--- config.mk ---
export PLATFORM = sky130hd
export DESIGN_NAME = line_follower_crossing_sequencer_flat
export DESIGN_NICKNAME = d
export VERILOG_FILES = /design/src/lfcs_pkg.sv /design/src/lfcs_tick_if.sv /design/src/lfcs_result_if.sv /design/src/lfcs_cfg_regs.sv /design/src/lfcs_step.sv /design/src/line_follower_crossing_sequencer.sv /design/src/flat_wrapper.sv
export SDC_FILE = /design/constraint.sdc
export NUM_CORES = 1
export LEC_CHECK = 0
export ABC_AREA = 1
export BUFFER_PORTS_ARGS = -buffer_cell sky130_fd_sc_hd__buf_2
export CAP_MARGIN = 5
export CORE_MARGIN = 2
export CORE_UTILIZATION = 25
export DETAILED_ROUTE_END_ITERATION = 8
export GPL_TIMING_DRIVEN = 0
export HOLD_SLACK_MARGIN = 0.15
export PLACE_DENSITY = 0.38
export SLEW_MARGIN = 30
export SYNTH_ARGS = -nofsm -noshare
export SYNTH_HDL_FRONTEND = slang
export SYNTH_SLANG_ARGS = --single-unit
--- constraint.sdc ---
create_clock -name clk -period 5 [get_ports clk]
set_input_delay 0.75 -clock clk [delete_from_list [all_inputs] [get_ports clk]]
set_output_delay 0.75 -clock clk [all_outputs]
set_load 0.05 [all_outputs]
--- src/lfcs_pkg.sv ---
// Package for the line follower crossing sequencer.
// Holds codes, the configuration record, the maneuver tables and the drive
// scaling functions. No dependencies.
package lfcs_pkg;

  localparam int SpeedW  = 9;
  localparam int DriveW  = 10;
  localparam int FlagsW  = 5;
  localparam int ElapsW  = 16;
  localparam int DwellW  = 8;
  localparam int ChoiceW = 2;
  localparam int IdxW    = 2;
  localparam int PhaseW  = 2;
  localparam int StepW   = 2;

  localparam logic [IdxW-1:0] REG_BASE_LEFT  = 2'd0;
  localparam logic [IdxW-1:0] REG_BASE_RIGHT = 2'd1;
  localparam logic [IdxW-1:0] REG_TURN       = 2'd2;
  localparam logic [IdxW-1:0] REG_DWELL      = 2'd3;

  localparam logic [ChoiceW-1:0] TURN_RIGHT    = 2'd0;
  localparam logic [ChoiceW-1:0] TURN_LEFT     = 2'd1;
  localparam logic [ChoiceW-1:0] TURN_STRAIGHT = 2'd2;

  localparam logic [StepW-1:0] STEP_RIGHT    = 2'd0;
  localparam logic [StepW-1:0] STEP_LEFT     = 2'd1;
  localparam logic [StepW-1:0] STEP_STRAIGHT = 2'd2;

  localparam logic [PhaseW-1:0] PH_BEFORE = 2'd0;
  localparam logic [PhaseW-1:0] PH_CROSS1 = 2'd1;
  localparam logic [PhaseW-1:0] PH_CROSS2 = 2'd2;
  localparam logic [PhaseW-1:0] PH_CROSS3 = 2'd3;

  localparam logic [10:0] SCALE_LOW  = 11'd850;
  localparam logic [10:0] SCALE_HIGH = 11'd1188;

  localparam logic signed [SpeedW-1:0] RESET_SPEED = 9'sd100;
  localparam logic [DwellW-1:0]        RESET_DWELL = 8'd30;

  typedef struct packed {
    logic signed [SpeedW-1:0] base_left_speed;
    logic signed [SpeedW-1:0] base_right_speed;
    logic [ChoiceW-1:0]       turn_choice;
    logic [DwellW-1:0]        dwell_limit;
  } cfg_t;

  // Number of steps in the maneuver list for a turn choice.
  function automatic logic [IdxW:0] list_len(input logic [ChoiceW-1:0] choice);
    logic [IdxW:0] len;
    case (choice)
      TURN_RIGHT: len = 3'd1;
      TURN_LEFT:  len = 3'd3;
      default:    len = 3'd2;
    endcase
    return len;
  endfunction

  function automatic logic [StepW-1:0] step_of(input logic [ChoiceW-1:0] choice,
                                               input logic [StepW-1:0] idx);
    logic [StepW-1:0] s;
    s = STEP_STRAIGHT;
    case (choice)
      TURN_RIGHT: if (idx == 2'd0) s = STEP_RIGHT;
      TURN_LEFT:  if (idx == 2'd1) s = STEP_LEFT;
      default:    s = STEP_STRAIGHT;
    endcase
    return s;
  endfunction

  // v * num / 1024, truncated toward zero.
  function automatic logic signed [DriveW-1:0] scale(input logic signed [SpeedW-1:0] v,
                                                     input logic [10:0] num);
    logic signed [20:0] p;
    p = $signed({{12{v[SpeedW-1]}}, v}) * $signed({10'b0, num});
    if (p < 0) begin
      p = p + 21'sd1023;
    end
    return DriveW'(p >>> 10);
  endfunction

  // v / -2, truncated toward zero.
  function automatic logic signed [DriveW-1:0] half_neg(input logic signed [SpeedW-1:0] v);
    logic signed [SpeedW-1:0] h;
    h = (v + $signed({{(SpeedW-1){1'b0}}, v[SpeedW-1]})) >>> 1;
    return -(DriveW'(h));
  endfunction

endpackage

--- src/lfcs_tick_if.sv ---
// Input channel of the crossing sequencer: one sensor tick per transfer.
// Depends on lfcs_pkg for field widths.
interface lfcs_tick_if;
  logic                          valid;
  logic                          ready;
  logic [lfcs_pkg::FlagsW-1:0]   line_flags;
  logic                          centre_back;
  logic [lfcs_pkg::ElapsW-1:0]   elapsed;

  modport source (output valid, line_flags, centre_back, elapsed, input ready);
  modport sink   (input valid, line_flags, centre_back, elapsed, output ready);
endinterface

--- src/lfcs_result_if.sv ---
// Output channel of the crossing sequencer: one result per tick.
// Depends on lfcs_pkg for field widths.
interface lfcs_result_if;
  logic                                valid;
  logic                                ready;
  logic signed [lfcs_pkg::DriveW-1:0]  left_drive;
  logic signed [lfcs_pkg::DriveW-1:0]  right_drive;
  logic                                drive_update;
  logic                                maneuver_done;
  logic [lfcs_pkg::PhaseW-1:0]         phase_now;

  modport source (output valid, left_drive, right_drive, drive_update, maneuver_done,
                  phase_now, input ready);
  modport sink   (input valid, left_drive, right_drive, drive_update, maneuver_done,
                  phase_now, output ready);
endinterface

--- src/lfcs_cfg_regs.sv ---
// Configuration registers of the crossing sequencer.
// Depends on lfcs_pkg for the register indexes and the cfg_t record.
module lfcs_cfg_regs (
  input  logic                          clk,
  input  logic                          rst,
  input  logic                          wr_en,
  input  logic [lfcs_pkg::IdxW-1:0]     wr_index,
  input  logic [lfcs_pkg::SpeedW-1:0]   wr_data,
  output lfcs_pkg::cfg_t                cfg
);
  import lfcs_pkg::*;

  always_ff @(posedge clk) begin
    if (rst) begin
      cfg.base_left_speed  <= RESET_SPEED;
      cfg.base_right_speed <= RESET_SPEED;
      cfg.turn_choice      <= TURN_STRAIGHT;
      cfg.dwell_limit      <= RESET_DWELL;
    end else if (wr_en) begin
      case (wr_index)
        REG_BASE_LEFT:  cfg.base_left_speed  <= $signed(wr_data);
        REG_BASE_RIGHT: cfg.base_right_speed <= $signed(wr_data);
        REG_TURN:       cfg.turn_choice      <= wr_data[ChoiceW-1:0];
        REG_DWELL:      cfg.dwell_limit      <= wr_data[DwellW-1:0];
        default: ;
      endcase
    end
  end
endmodule

--- src/lfcs_step.sv ---
// Sequencer state (phase, step index, dwell timer) and the per-tick logic.
// Depends on lfcs_pkg for codes, tables and scaling functions.
module lfcs_step (
  input  logic                                clk,
  input  logic                                rst,
  input  logic                                fire,
  input  lfcs_pkg::cfg_t                      cfg,
  input  logic [lfcs_pkg::FlagsW-1:0]         line_flags,
  input  logic                                centre_back,
  input  logic [lfcs_pkg::ElapsW-1:0]         elapsed,
  output logic signed [lfcs_pkg::DriveW-1:0]  left_drive,
  output logic signed [lfcs_pkg::DriveW-1:0]  right_drive,
  output logic                                drive_update,
  output logic                                maneuver_done,
  output logic [lfcs_pkg::PhaseW-1:0]         phase_now
);
  import lfcs_pkg::*;

  logic [PhaseW-1:0] phase, phase_next;
  logic [StepW-1:0]  step_index, step_index_next;
  logic [DwellW-1:0] dwell_time, dwell_time_next;

  logic [ElapsW:0]             dwell_sum;
  logic                        dwell_over;
  logic                        outer;
  logic [StepW-1:0]            step;
  logic                        steer_ok;
  logic signed [DriveW-1:0]    steer_l, steer_r, turn_l, turn_r, l, r;

  assign dwell_sum  = {1'b0, elapsed} + {{(ElapsW+1-DwellW){1'b0}}, dwell_time};
  assign dwell_over = dwell_sum > {{(ElapsW+1-DwellW){1'b0}}, cfg.dwell_limit};
  assign outer      = line_flags[0] | line_flags[4];
  assign step       = step_of(cfg.turn_choice, step_index);

  always_comb begin
    steer_ok = 1'b1;
    steer_l  = DriveW'(cfg.base_left_speed);
    steer_r  = DriveW'(cfg.base_right_speed);
    if (line_flags[2]) begin
      steer_l = DriveW'(cfg.base_left_speed);
      steer_r = DriveW'(cfg.base_right_speed);
    end else if (line_flags[1]) begin
      steer_l = scale(cfg.base_left_speed, SCALE_LOW);
      steer_r = scale(cfg.base_right_speed, SCALE_HIGH);
    end else if (line_flags[3]) begin
      steer_l = scale(cfg.base_left_speed, SCALE_HIGH);
      steer_r = scale(cfg.base_right_speed, SCALE_LOW);
    end else begin
      steer_ok = 1'b0;
    end
    // Anything but a left step in the turning phases steers as a right turn.
    if (step == STEP_LEFT) begin
      turn_l = half_neg(cfg.base_left_speed);
      turn_r = DriveW'(cfg.base_right_speed);
    end else begin
      turn_l = DriveW'(cfg.base_left_speed);
      turn_r = half_neg(cfg.base_right_speed);
    end
  end

  always_comb begin
    phase_next      = phase;
    step_index_next = step_index;
    dwell_time_next = dwell_time;
    drive_update    = 1'b0;
    maneuver_done   = 1'b0;
    l               = steer_l;
    r               = steer_r;
    if ({1'b0, step_index} >= list_len(cfg.turn_choice)) begin
      step_index_next = '0;
      maneuver_done   = 1'b1;
    end else begin
      case (phase)
        PH_BEFORE: begin
          if (!outer) begin
            dwell_time_next = '0;
            drive_update    = steer_ok;
          end else if (dwell_over) begin
            dwell_time_next = '0;
            phase_next      = PH_CROSS1;
          end else begin
            dwell_time_next = dwell_sum[DwellW-1:0];
          end
        end
        PH_CROSS1: begin
          if (outer) begin
            dwell_time_next = '0;
            drive_update    = steer_ok;
          end else if (dwell_over) begin
            dwell_time_next = '0;
            phase_next      = PH_CROSS2;
          end else begin
            dwell_time_next = dwell_sum[DwellW-1:0];
          end
        end
        PH_CROSS2: begin
          if (step == STEP_STRAIGHT) begin
            step_index_next = step_index + 2'd1;
            phase_next      = PH_BEFORE;
          end else begin
            drive_update = 1'b1;
            l            = turn_l;
            r            = turn_r;
            if (!centre_back) begin
              dwell_time_next = '0;
            end else if (dwell_over) begin
              dwell_time_next = '0;
              phase_next      = PH_CROSS3;
            end else begin
              dwell_time_next = dwell_sum[DwellW-1:0];
            end
          end
        end
        default: begin
          drive_update = 1'b1;
          l            = turn_l;
          r            = turn_r;
          if (!line_flags[2]) begin
            dwell_time_next = '0;
          end else if (dwell_over) begin
            dwell_time_next = '0;
            phase_next      = PH_BEFORE;
            step_index_next = step_index + 2'd1;
          end else begin
            dwell_time_next = dwell_sum[DwellW-1:0];
          end
        end
      endcase
    end
    left_drive  = drive_update ? l : '0;
    right_drive = drive_update ? r : '0;
    phase_now   = phase_next;
  end

  always_ff @(posedge clk) begin
    if (rst) begin
      phase      <= PH_BEFORE;
      step_index <= '0;
      dwell_time <= '0;
    end else if (fire) begin
      phase      <= phase_next;
      step_index <= step_index_next;
      dwell_time <= dwell_time_next;
    end
  end
endmodule

--- src/line_follower_crossing_sequencer.sv ---
// Top level of the line follower crossing sequencer: input register, step
// logic and result register. Depends on lfcs_pkg, lfcs_tick_if,
// lfcs_result_if, lfcs_cfg_regs and lfcs_step.
//
//   channel  direction  transfer carries
//   tick     in         line_flags, centre_back, elapsed
//   result   out        left_drive, right_drive, drive_update, maneuver_done,
//                       phase_now
//   wr_*     in         wr_en, wr_index, wr_data (register write, no wait)
//
// One tick per cycle sustained while the result channel does not stall; a
// result is presented once its tick has passed through the input register
// and then the result register. The sequencer state advances when a tick
// moves from the input register to the result register, so results stay in
// tick order under any stall. A stalled result holds the result register; a
// new tick is still taken into the input register while it is empty. Reset
// clears the valid flags and the sequencer state and loads the register
// defaults.
module line_follower_crossing_sequencer (
  input  logic                        clk,
  input  logic                        rst,
  lfcs_tick_if.sink                   tick,
  lfcs_result_if.source               result,
  input  logic                        wr_en,
  input  logic [lfcs_pkg::IdxW-1:0]   wr_index,
  input  logic [lfcs_pkg::SpeedW-1:0] wr_data
);
  import lfcs_pkg::*;

  cfg_t cfg;

  logic              in_valid;
  logic [FlagsW-1:0] in_flags;
  logic              in_back;
  logic [ElapsW-1:0] in_elapsed;

  logic                     out_free;
  logic                     fire;
  logic signed [DriveW-1:0] left_drive, right_drive;
  logic                     drive_update, maneuver_done;
  logic [PhaseW-1:0]        phase_now;

  assign out_free   = !result.valid || result.ready;
  assign fire       = in_valid && out_free;
  assign tick.ready = !in_valid || out_free;

  lfcs_cfg_regs u_cfg (
    .clk      (clk),
    .rst      (rst),
    .wr_en    (wr_en),
    .wr_index (wr_index),
    .wr_data  (wr_data),
    .cfg      (cfg)
  );

  lfcs_step u_step (
    .clk           (clk),
    .rst           (rst),
    .fire          (fire),
    .cfg           (cfg),
    .line_flags    (in_flags),
    .centre_back   (in_back),
    .elapsed       (in_elapsed),
    .left_drive    (left_drive),
    .right_drive   (right_drive),
    .drive_update  (drive_update),
    .maneuver_done (maneuver_done),
    .phase_now     (phase_now)
  );

  always_ff @(posedge clk) begin
    if (rst) begin
      in_valid <= 1'b0;
    end else if (tick.ready) begin
      in_valid <= tick.valid;
    end
    if (tick.ready && tick.valid) begin
      in_flags   <= tick.line_flags;
      in_back    <= tick.centre_back;
      in_elapsed <= tick.elapsed;
    end
  end

  always_ff @(posedge clk) begin
    if (rst) begin
      result.valid <= 1'b0;
    end else if (out_free) begin
      result.valid <= in_valid;
    end
    if (fire) begin
      result.left_drive    <= left_drive;
      result.right_drive   <= right_drive;
      result.drive_update  <= drive_update;
      result.maneuver_done <= maneuver_done;
      result.phase_now     <= phase_now;
    end
  end
endmodule
--- src/flat_wrapper.sv ---
// flat-port wrapper written by rule: the top's interface ports become plain ports
module line_follower_crossing_sequencer_flat import lfcs_pkg::*;
  (clk, rst, wr_en, wr_index, wr_data, tick_valid, tick_line_flags, tick_centre_back, tick_elapsed, tick_ready, result_valid, result_left_drive, result_right_drive, result_drive_update, result_maneuver_done, result_phase_now, result_ready);
  lfcs_tick_if tick_i ();
  lfcs_result_if result_i ();
  input  logic clk;
  input  logic rst;
  input  logic wr_en;
  input  logic [lfcs_pkg::IdxW-1:0] wr_index;
  input  logic [lfcs_pkg::SpeedW-1:0] wr_data;
  input wire logic [$bits(tick_i.valid)-1:0] tick_valid;
  input wire logic [$bits(tick_i.line_flags)-1:0] tick_line_flags;
  input wire logic [$bits(tick_i.centre_back)-1:0] tick_centre_back;
  input wire logic [$bits(tick_i.elapsed)-1:0] tick_elapsed;
  output wire logic [$bits(tick_i.ready)-1:0] tick_ready;
  output wire logic [$bits(result_i.valid)-1:0] result_valid;
  output wire logic [$bits(result_i.left_drive)-1:0] result_left_drive;
  output wire logic [$bits(result_i.right_drive)-1:0] result_right_drive;
  output wire logic [$bits(result_i.drive_update)-1:0] result_drive_update;
  output wire logic [$bits(result_i.maneuver_done)-1:0] result_maneuver_done;
  output wire logic [$bits(result_i.phase_now)-1:0] result_phase_now;
  input wire logic [$bits(result_i.ready)-1:0] result_ready;
  assign tick_i.valid = tick_valid;
  assign tick_i.line_flags = tick_line_flags;
  assign tick_i.centre_back = tick_centre_back;
  assign tick_i.elapsed = tick_elapsed;
  assign tick_ready = tick_i.ready;
  assign result_valid = result_i.valid;
  assign result_left_drive = result_i.left_drive;
  assign result_right_drive = result_i.right_drive;
  assign result_drive_update = result_i.drive_update;
  assign result_maneuver_done = result_i.maneuver_done;
  assign result_phase_now = result_i.phase_now;
  assign result_i.ready = result_ready;
  line_follower_crossing_sequencer u_core (.clk(clk), .rst(rst), .tick(tick_i), .result(result_i), .wr_en(wr_en), .wr_index(wr_index), .wr_data(wr_data));
endmodule
==> key figures <==
Detailed routing
  – Initial detailed-routing violation count: 640
  – Total wire length: 39.1 mm
  – Via density: 4.64
  – Drt wl/cell: 16.1 µm
  – Number of remaining DRC errors: 0
  – Vias after detailed routing: 11200
  – Antenna viol nets, final: 0
  – Pre-antenna DRT Iters: 5

Clocking
  – CTS tree: built
  – Clock root buffer: clkbuf_16
  – CTS clk-pin slew, worst paths: 0.07 ns
  – Cts bufs inserted: 9
  – Worst skew pair latency: 0.35 ns
  – Max clock buf depth: 2
  – H-tree Lvls: 3
  – Clock sink count: 88

Timing
  – Rel. slew slack: 45.5%
  – RSZ-0062 raised after global routing: true
  – Setup ws final: 0.214 ns
  – Final worst path period need: 4.79 ns
  – Hold Vio Cnt, Final: 0
  – Actual slew at the worst max-slew pin: 0.814 ns
  – Final Cycle Share: 95.7%
  – Final setup fails: 0
  – Clk_skew: 0.0125 ns
  – F_max: 0.209 GHz
  – Worst hold slack: 0.461 ns
  – Final-report max-slew violation count: 0

Layout
  – Fin util: 30.0%
  – Layout Cells excl Fill: 2423
  – Antenna cells: 0
  – Share of cells above drive strength 1: 14.2%
  – Commonest non-fill, non-tap cell in the layout: nand2_1
  – Synthesis-to-finish area growth: 17.6%
  – Commonest non-fill, non-tap cells in the layout: 385 x nand2_1, 260 x inv_1, 201 x ha_1
  – Filler cell count in the final layout: 5253
  – Total Nets Final: 2116

Setup path
  – Kind of cell adding the most delay to the critical path: adder cells
  – Critical path class: flip-flop to flip-flop
  – Worst path arrival time: 4.86 ns
  – Crit-path slowest cell: fa_1
  – Crit path capture type: flip-flop
  – Startpoint Class: flip-flop
  – Most used cell, CP: nand2_1
  – Worst-path fanout max: 5
  – Slowest cell delay on critical path: 0.48 ns
  – Worst Path Buf+Inv: 3
  – Worst EP required: 5.07 ns

Power and ir drop
  – Net Sw Frac: 51.3%
  – Pint: 2380 µW
  – P per Cell Area: 341 nW/µm²
  – Leak pwr: 0.00716 µW
  – Clk pwr share: 13.6%
  – Share of power burned in registers: 17.2%
  – Peak supply drop: 0.000168 V
  – Final Power: 4900 µW
  – Comb pwr share: 69.2%
  – P_sw: 2510 µW

Yosys
  – Post-synth EDFFs: 46
  – Top FF cell, synth: edfxtp_1
  – Post-synth ARST share: 0%
  – Syn Inst Count: 1688
  – Sequential share of the synthesized area: 18.2%
  – Synth Area per Inst: 7.23 µm²
  – Yosys Warn Count: 0
  – Synthesized area: 12200 µm²
  – Post-Synthesis Net Count: 2001
  – Yosys cell types: 44
  – Synth Register Bits: 88

Global route
  – Total track usage: 15.7%
  – Overflow left after global routing: 0
  – Pin count of the biggest net entering global routing: 28
  – Vias in the first global route: 11400
  – First-pass GRT wire length: 61.6 mm
  – Initial antenna violation count: 0

Place
  – Post-DP HPWL: 31.4 mm
  – RePlAce Congestion: 0.858
  – Port Buffers: 62
  – Post-Place Worst Slack: -0.804 ns
  – DP Cell Count: 2365

Job
  – Max Cap Viol: 0

Min path
  – HP Class: flip-flop to flip-flop

Outcome
  – Status: complete, no violations

Floorplan
  – Die height: 225 µm
  – Core area: 47900 µm²
  – Ports: 64
  – Die ar.: 50600 µm²
  – Chip width: 225 µm
  – Starting Density: 25.5%
  – FP Rows: 80
-- power by group through the flow --
stage / combinational, µW / sequential [µW] / clock (µW)
CTS: 3090 / 851 / 695
floorplan: 2150 / 900 / 0
finish: 3390 / 842 / 665
global placement: 2990 / 880 / 0
global route: 3840 / 847 / 725
detailed placement: 2970 / 879 / 0
-- tightest hold or removal path: cells and delay by family (launching register included) --
family                 cells  cell delay, ns
DFF                        1            0.30
buffers and inverters      1            0.06
AOI/OAI and AO/OA          1            0.06
-- cells in the mapped netlist, types with 26 or more instances --
cell      count  area (µm²)
nand2_1     400        1500
inv_1       270        1010
ha_1        222        2780
a21oi_1     138         691
nor2_1      110         413
nand3_1      98         490
o21ai_0      75         375
fa_1         53        1060
edfxtp_1     46        1380
dfxtp_1      42         841
xor2_1       37         324
nand4_1      26         163
-- area by class of cell --
cell class	count	area (µm²)	share of cell area, %
tap	615	769	5.36
clock buffer	10	239	1.66
timing repair buffer	104	639	4.45
clock inverter	6	50.0	0.348
buffer	27	106	0.740
sequential	88	2290	15.9
inverter	273	1050	7.29
multi-input combinational	1300	9220	64.2
-- sequential cells by signal, indices dropped and copies added (netlist names), 5 cells and up --
register and cells:
u_core.u_step.dwell_time 8, u_core.result.left_drive 10, u_core.result.right_drive 10, u_core.in_elapsed 16
u_core.u_cfg.cfg 28, u_core.in_flags 5
-- per-stage QoR --
stage                     instance area, µm²  setup TNS [ns]
after floorplan                        12200               0
after global placement                 13300          -13.04
after detailed placement               13300          -12.15
after global routing                   14400         -0.0807
after CTS                              13900               0
final                                  14400               0
-- final timing paths --
| path | from | endpoint | slack [ns] | depth (start not counted) |
|---|---|---|---|---|
| max | u_core.u_cfg.cfg[18] | u_core.result.right_drive[6] | 0.21 | 25 |
| min | u_core.u_cfg.cfg[7] | u_core.u_cfg.cfg[7] | 0.46 | 2 |
| max reg2reg | u_core.u_cfg.cfg[18] | u_core.result.right_drive[6] | 0.21 | 25 |
| min reg2reg | u_core.u_cfg.cfg[7] | u_core.u_cfg.cfg[7] | 0.46 | 2 |
-- layer usage --
| metal | global-route usage (%) | share of wire [%] | up-vias | routed length (µm) |
|---|---|---|---|---|
| met3 | 1.50 | 2.9 | 33 | 1130 |
| met5 | 0 | 0 | - | 0 |
| li1 | - | - | 5770 | - |
| met2 | 25.8 | 45 | 198 | 17500 |
| met1 | 22.1 | 51 | 5230 | 19800 |
| met4 | 3.40 | 1.7 | 0 | 669 |
-- cells by family after synthesis --
group                      synth area share [%]
buffers and inverters                      9.26
DFF                                        18.2
and+or+nand+nor                            24.4
adders and majority gates                  31.4
xor gates and xnor gates                   4.20
AOI/OAI and AO/OA                          12.5
-- what timing repair did --
item,4_1_cts,5_1_grt
setup buffers,19,23
setup endpoints to repair,20,20
resized for setup,53,80
pin swaps,2,25
cloned,0,0
hold buffers,0,0
Power figures use the tool's default switching activity.
